## config.mk

```make
export PLATFORM = sky130hd
export DESIGN_NAME = prbf_queue
export DESIGN_NICKNAME = d
export VERILOG_FILES = /design/src/sv/prbf_pkg.sv /design/src/sv/prbf_queue.sv
export SDC_FILE = /design/constraint.sdc
export NUM_CORES = 1
export LEC_CHECK = 0
export BUFFER_PORTS_ARGS = -buffer_cell sky130_fd_sc_hd__buf_2
export CAP_MARGIN = 20
export CORE_ASPECT_RATIO = 1.2
export CORE_MARGIN = 1.5
export CORE_UTILIZATION = 51
export DETAILED_ROUTE_END_ITERATION = 10
export GPL_TIMING_DRIVEN = 0
export PLACE_DENSITY = 0.8
export SYNTH_ARGS = -nofsm -noshare
export SYNTH_HDL_FRONTEND = slang
export SYNTH_SLANG_ARGS = --single-unit
```

## constraint.sdc

```tcl
create_clock -name clk_i -period 2 [get_ports clk_i]
set_input_delay 0.1 -clock clk_i [delete_from_list [all_inputs] [get_ports clk_i]]
set_output_delay 0.1 -clock clk_i [all_outputs]
set_load 0.1 [all_outputs]
```

## src/sv/prbf_pkg.sv

```systemverilog
package prbf_pkg;

  // Longest record that is still accepted, in bytes.
  localparam int unsigned MAX_RECORD_BYTES = 65536;
  // Width of a record length or byte offset; it must hold MAX_RECORD_BYTES itself.
  localparam int unsigned LEN_W = $clog2(MAX_RECORD_BYTES + 1);
  // Address width of the header byte map, one bit per record offset.
  localparam int unsigned MAP_AW = $clog2(MAX_RECORD_BYTES);
  localparam int unsigned MAP_DEPTH = 1 << MAP_AW;

  // Result queue between the classifier and the output port.
  localparam int unsigned QDEPTH = 4;
  localparam int unsigned QAW = $clog2(QDEPTH);

  localparam logic [31:0] MAGIC_WORD = 32'h3152_4150;
  localparam logic [31:0] MIN_META_LEN = 32'd9;
  // A footer match needs at least this many record bytes.
  localparam int unsigned MIN_FOOTER_N = 12;

  typedef enum logic [1:0] {
    KIND_RECORD    = 2'd0,
    KIND_BAD_MAGIC = 2'd1,
    KIND_NO_FOOTER = 2'd2,
    KIND_TOO_LONG  = 2'd3
  } kind_e;

  typedef struct packed {
    kind_e            kind;
    logic [LEN_W-1:0] length;
  } res_t;

  // True for the Thrift field headers that may open the file metadata.
  function automatic logic is_thrift_header(input logic [7:0] b);
    return (b == 8'h15) || (b == 8'h29) || (b == 8'h36) || (b == 8'h49) ||
           (b == 8'h59) || (b == 8'h68) || (b == 8'h79);
  endfunction

endpackage

```

## src/sv/prbf_queue.sv

```systemverilog
module prbf_queue
  import prbf_pkg::*;
(
  input  logic clk_i,
  input  logic rst_ni,
  input  logic push_i,
  input  res_t item_i,
  output logic full_o,
  input  logic pop_i,
  output logic valid_o,
  output res_t item_o
);

  res_t           slot_q [QDEPTH];
  logic [QAW-1:0] wr_ptr_q, rd_ptr_q;
  logic [QAW:0]   count_q;
  logic           do_push;
  logic           do_pop;

  assign full_o  = count_q == (QAW+1)'(QDEPTH);
  assign valid_o = count_q != '0;
  assign item_o  = slot_q[rd_ptr_q];
  assign do_push = push_i && !full_o;
  assign do_pop  = pop_i && valid_o;

  always_ff @(posedge clk_i) begin
    if (do_push) begin
      slot_q[wr_ptr_q] <= item_i;
    end
  end

  always_ff @(posedge clk_i or negedge rst_ni) begin
    if (!rst_ni) begin
      wr_ptr_q <= '0;
      rd_ptr_q <= '0;
      count_q  <= '0;
    end else begin
      if (do_push) begin
        wr_ptr_q <= wr_ptr_q + QAW'(1);
      end
      if (do_pop) begin
        rd_ptr_q <= rd_ptr_q + QAW'(1);
      end
      unique case ({do_push, do_pop})
        2'b10:   count_q <= count_q + (QAW+1)'(1);
        2'b01:   count_q <= count_q - (QAW+1)'(1);
        default: count_q <= count_q;
      endcase
    end
  end

endmodule

```

==> results.cfg, run 1 <==
[outcome]
run_status = finished, final reports clean

[yosys]
synth_compound_area_share_pct = 0.314
synth_top_family_by_area = multiplexers
yosysSeqAreaShare_pct = 77.1
syn_nets = 165
synth_area_per_inst_um2 = 23.4
synth_cell_type_count = 19
synth_xor_area_share_pct = 1.65
synth.mux.area_fraction_pct = 14.2
ys.warnings.count = 0
post_synth_inst_count = 136
post_synth_adder_cell_area_pct = 2.59
post_synth_instance_area_um2 = 3190
flops_latches_synth = 83
synth_simple_gate_area_share_pct = 2.43

[timing]
timing.clock.skew_ns = 0.00897
grt_setup_unrepaired = no
slew_headroom_pct = 63.9
fmaxAchievable_ghz = 0.525
period_minus_slack_ns = 1.90
hold_viol_final = 0
final_worst_path_cycle_share_pct = 95.2
setup_total_negative_slack_ns = 0
final-max-slew-violation-count = 0
setup_viol_count_final = 0
final.setup.worst_slack_ns = 0.0956
worst_slew_pin_slew_ns = 0.542

[clocking]
cts_setup_buffers = 0
h_tree_levels = 3
clockRootBuffer = sky130_fd_sc_hd__clkbuf_8
tritoncts.num_buffers = 9
clock_latency_ns = 0.35
ctsResizeCount = 0
tritoncts_num_sinks = 83
cts_tree = done
postCtsHoldBufs = 20
clk_pin_slew_ns = 0.07
clk_path_buf_depth = 2

[critical_path]
reg2reg_slack_ns = 0.1
cp-start-kind = register
worst_ep_required_time_ns = 1.90
worst_path_largest_cell_delay_ns = 0.53
worst-setup-path-type = register to output pin
r2r_end = count_q[2]
cpMaxStageDelayCell = sky130_fd_sc_hd__mux4_2
setup.worst_path.end = item_o[7]
cells_along_the_critical_path = buf_6, mux4_2, buf_2
r2r_start = count_q[1]
worstRegToRegCells = 9
end_kind = output pin
cp.arrival_ns = 1.80
critPathMaxFanout = 10
worst_setup_path_startpoint = rd_ptr_q[0]

[grt]
track_usage_pct = 17.6
grt_overflow_total = 0
grt_pass1_vias = 1666
grt_start_max_net_pins = 20
antenna_violations_before_repair = 0
grt_pass1_wl_um = 8020

[die]
placement_rows = 31
die-area_um2 = 6740
io-pin-count = 44
floorplan.core_area_um2 = 6050
initial_core_util_pct = 52.7
die_width_um = 75.2
chipHeight_um = 89.6

[routing]
routedWlPerCell_um = 18.1
remaining_drc_errors = 0
drt_pass1_iterations = 4
wirelength_um = 5360
first_iter_violations = 104
final_antenna_net_count = 0
via_count = 1545
avgViaCountPerCell = 5.20

[final_layout]
final_layout_size_suffix_gt1_share_pct = 42.3
nets = 239
utilization_pct = 64.2
filler_cell_count = 440
syn_to_final_growth_pct = 21.9
mostFrequentLayoutCell = sky130_fd_sc_hd__edfxtp_1
commonest_cells_after_routing_fill_and_taps_aside = sky130_fd_sc_hd__edfxtp_1 (76), sky130_fd_sc_hd__buf_2 (45), sky130_fd_sc_hd__dlygate4sd3_1 (20)
layout.cells.non_filler = 297
antenna_cells = 0

[placed_design]
placement.io_buffers = 43
place_hpwl_um = 3420
dp_slack_ns = 0.123
dp.cells = 261
finalWeightedCongestion = 0.707

[job]
max_cap_viol_count = 0

[worst_hold_path]
hold_class = input pin to asynchronous set/reset pin
## cells in the mapped netlist
master,count,area [µm²]
sky130_fd_sc_hd__nand2_1,1,3.75
sky130_fd_sc_hd__nor3b_4,1,18.8
sky130_fd_sc_hd__buf_6,2,22.5
sky130_fd_sc_hd__or3_2,1,7.51
sky130_fd_sc_hd__mux2i_1,1,10.0
sky130_fd_sc_hd__inv_1,6,22.5
sky130_fd_sc_hd__and2_2,4,30.0
sky130_fd_sc_hd__buf_2,2,10.0
sky130_fd_sc_hd__dfrtp_1,7,175
sky130_fd_sc_hd__ha_1,5,62.6
sky130_fd_sc_hd__nor2_1,1,3.75
sky130_fd_sc_hd__mux2_4,1,15.0
sky130_fd_sc_hd__o31a_2,1,10.0
sky130_fd_sc_hd__xnor2_1,3,26.3
sky130_fd_sc_hd__xor2_1,3,26.3
sky130_fd_sc_hd__mux4_2,19,428
sky130_fd_sc_hd__fa_1,1,20.0
sky130_fd_sc_hd__edfxtp_1,76,2280
sky130_fd_sc_hd__nor2b_4,1,13.8
## critical path: cells and delay by family, from the launching register on
kind	cells	cell delay, ns
muxes	1	0.53
buffers and inverters	2	0.52
DFF	1	0.41
## layer usage
metal | wire, µm | vias up | global-route usage (%)
met2 | 2880 | 46 | 30.4
met1 | 2120 | 792 | 19.6
met5 | 0 | - | 0
met4 | 121 | 0 | 10.2
li1 | - | 697 | -
met3 | 237 | 10 | 4.58
## through the flow
stage	area (µm²)	hold slack, ns
after floorplan	3200	-0.196
after global placement	3520	-0.0636
after detailed placement	3520	-0.0586
after CTS	3890	0.0902
after global routing	3890	0.129
final	3890	0.117
## area by class of cell
| cell class | count | area, µm² | share of cell area, % |
|---|---|---|---|
| tap | 82 | 103 | 2.64 |
| buffer | 4 | 32.5 | 0.837 |
| clock buffer | 14 | 153 | 3.93 |
| multi-input combinational | 43 | 691 | 17.8 |
| inverter | 6 | 22.5 | 0.579 |
| timing repair buffer | 63 | 415 | 10.7 |
| clock inverter | 2 | 13.8 | 0.354 |
| sequential | 83 | 2460 | 63.2 |
## sequential cells by signal, indices dropped and copies added (netlist names)
name / flops
count_q: 3
slot_q: 76
wr_ptr_q: 2
rd_ptr_q: 2
## cell families (layout without fill, tap and decap cells)
logic type	count (synthesis)	count (layout)
buf+inv	10	89
flops	83	83
mux	21	21
simple gates	9	9
compound gates	1	1
xor+xnor	6	6
fa+ha+maj	6	6
## how the worst min path moves through the flow
stage	from	end	slack [ns]	depth (start not counted)
finish	rst_ni	count_q[2]	0.12	2
global route	rst_ni	count_q[1]	0.13	2
CTS	rst_ni	count_q[0]	0.09	2
detailed placement	rst_ni	count_q[1]	-0.06	1
floorplan	rst_ni	count_q[0]	-0.20	0
global placement	rst_ni	count_q[1]	-0.06	1
Power of run 1 is not shown: default switching activity piles up to over one toggle a cycle in this logic, so the estimate is an artifact.
==> inputs of run 2 (changes only) <==
ABC_AREA = 1   (was unset)
CORE_UTILIZATION = 52   (was 51)
PLACE_DENSITY = 0.81   (was 0.8)
==> results.cfg, run 2 <==
[outcome]
run_status = finished, final reports clean

[yosys]
netlist.area_leader.share_pct = 64.2
dominantRegCellSynth = sky130_fd_sc_hd__edfxtp_1
flops_latches_synth = 83
synth_area_leader_cell = sky130_fd_sc_hd__edfxtp_1
post-synth-top-count-cell = sky130_fd_sc_hd__edfxtp_1
syn_nets = 311
synth_cell_type_count = 18
ys.warnings.count = 0
yosysSeqAreaShare_pct = 69.2
synth.area.top_cells = sky130_fd_sc_hd__edfxtp_1 (64%), sky130_fd_sc_hd__nand2_1 (7.9%), sky130_fd_sc_hd__o211ai_2 (6.7%)
async_set_reset_flop_share_out_of_synthesis_pct = 8.43
synth_edf_count = 76
synth.cells.most_frequent = sky130_fd_sc_hd__edfxtp_1 (76), sky130_fd_sc_hd__nand2_1 (75), sky130_fd_sc_hd__inv_1 (50)
post_synth_inst_count = 282
post_synth_instance_area_um2 = 3550
synth_area_per_inst_um2 = 12.6

[clocking]
clockRootBuffer = sky130_fd_sc_hd__clkbuf_8
cts_tree = done
h_tree_levels = 3
cts_setup_buffers = 0
tritoncts.num_buffers = 9
clock_latency_ns = 0.34
clk_pin_slew_ns = 0.07
tritoncts_num_sinks = 83
clk_path_buf_depth = 2

[critical_path]
end_kind = output pin
cp-start-kind = register
r2r_end = count_q[2]
critPathMaxFanout = 10
reg2reg_slack_ns = 0.13
worst_ep_required_time_ns = 1.90
r2r_start = count_q[1]
cp.arrival_ns = 1.83
worst-setup-path-type = register to output pin
worstRegToRegCells = 10

[die]
io-pin-count = 44
floorplan.core_area_um2 = 6530
chipHeight_um = 93.6
die_width_um = 78.5
placement_rows = 32
initial_core_util_pct = 54.4
die-area_um2 = 7340

[worst_hold_path]
min_path_cells = 3
worst_hold_path.endpoint = wr_ptr_q[0]
hold_class = input pin to register
worstHoldStart = push_i

[timing]
timing.clock.skew_ns = 0.00633
hold_viol_final = 0
worst_slew_pin_slew_ns = 0.605
worst_hold_slack_ns = 0.0437
slew_headroom_pct = 59.7
setup_viol_count_final = 0
period_minus_slack_ns = 1.93
final-max-slew-violation-count = 0
final_worst_path_cycle_share_pct = 96.3
grt_setup_unrepaired = yes
fmaxAchievable_ghz = 0.519

[grt]
grt_start_max_net_pins = 17
antenna_violations_before_repair = 0
grt_pass1_vias = 2416
grt_overflow_total = 0
track_usage_pct = 21.3
grt_pass1_wl_um = 11400

[placed_design]
placement.io_buffers = 43
place_hpwl_um = 4510
finalWeightedCongestion = 0.693
postPlaceCellArea_um2 = 3970

[routing]
first_iter_violations = 143
detail_route_met3_wl_um = 291
avgViaCountPerCell = 4.99
routedWlPerCell_um = 15.6
drt_pass1_iterations = 4
wirelength_um = 7000
remaining_drc_errors = 0
final_antenna_net_count = 0
m1WireLength_um = 2730
detailroute.wirelength.met2_um = 3820
via_count = 2245
maxUsedRoutingLayer = met4

[final_layout]
largest_register_ffs = 76
nets = 389
mostFrequentLayoutCell = sky130_fd_sc_hd__edfxtp_1
register_with_the_most_flip_flops = slot_q
registers_with_the_most_flip_flops = slot_q: 76 flops, count_q: 3 flops
final_layout_size_suffix_gt1_share_pct = 27.1
antenna_cells = 0
syn_to_final_growth_pct = 22.7
commonest_cells_after_routing_fill_and_taps_aside = sky130_fd_sc_hd__edfxtp_1 (76), sky130_fd_sc_hd__nand2_1 (74), sky130_fd_sc_hd__inv_1 (50)
post-route-cell-area_um2 = 4360

[job]
max_cap_viol_count = 0
## run 2: changes by cell type after synthesis, sizes merged, moves of 3 or more
cell / before / now
o211ai: 0 / 38
xor2: 3 / 0
nand2: 1 / 75
mux4: 19 / 0
nor2: 1 / 4
nand3: 0 / 7
inv: 6 / 54
and2: 4 / 0
buf: 4 / 12
## run 2: metrics by stage
step           setup TNS, ns  setup slack, ns  instances  utilization (%)
2_1_floorplan              0           0.0759        282                -
3_3_place_gp          -43.65           -0.608        410             59.6
3_5_place_dp         -0.0556          -0.0556        414             60.8
4_1_cts                    0           0.0263        450             66.4
5_1_grt              -0.0288          -0.0288        450             66.8
6_report                   0           0.0734        450             66.8
## run 2: area by class of cell
type	instances	area, µm²
flip-flops and latches	83	2460
fillers	460	2170
multi-input cells	133	850
repair buffers	67	503
inverters	54	203
clock buffers	16	160
well taps	85	106
plain buffers	12	81.3
## run 2: kinds of logic after synthesis
kind of cell,share of synthesized area [%]
simple gates,9.51
compound gates,10.8
buf+inv,7.92
flops,69.2
xor+xnor,0.247
fa+ha+maj,2.32
## run 2: worst max path at each step
| stage | end | from |
|---|---|---|
| final | item_o[10] | rd_ptr_q[1] |
| after global routing | count_q[2] | count_q[0] |
| after floorplan | slot_q[0][0] | count_q[0] |
| after detailed placement | count_q[2] | count_q[0] |
| after global placement | slot_q[0][6] | count_q[0] |
| after CTS | count_q[2] | count_q[0] |
## run 2: timing repair
action | 4_1_cts | 5_1_grt
setup endpoints to repair | 3 | 7
cloned | 0 | 0
endpoints found under the hold margin | 83 | 0
hold buffers | 20 | 0
resized for setup | 3 | 8
## run 2: worst max-delay path, cell delays in order, from the launching register on
cell and delay (ns):
sky130_fd_sc_hd__dfrtp_1 0.41, sky130_fd_sc_hd__inv_1 0.10, sky130_fd_sc_hd__buf_2 0.32, sky130_fd_sc_hd__o211ai_2 0.13, sky130_fd_sc_hd__nand2_1 0.09, sky130_fd_sc_hd__buf_2 0.43
## run 2: layer usage
layer,up-vias,global-route usage [%]
met1,1057,23.8
met3,13,3.80
met2,63,38.3
li1,1112,-
met4,0,11.9
met5,-,0
Power of run 2 is left out for the same reason.
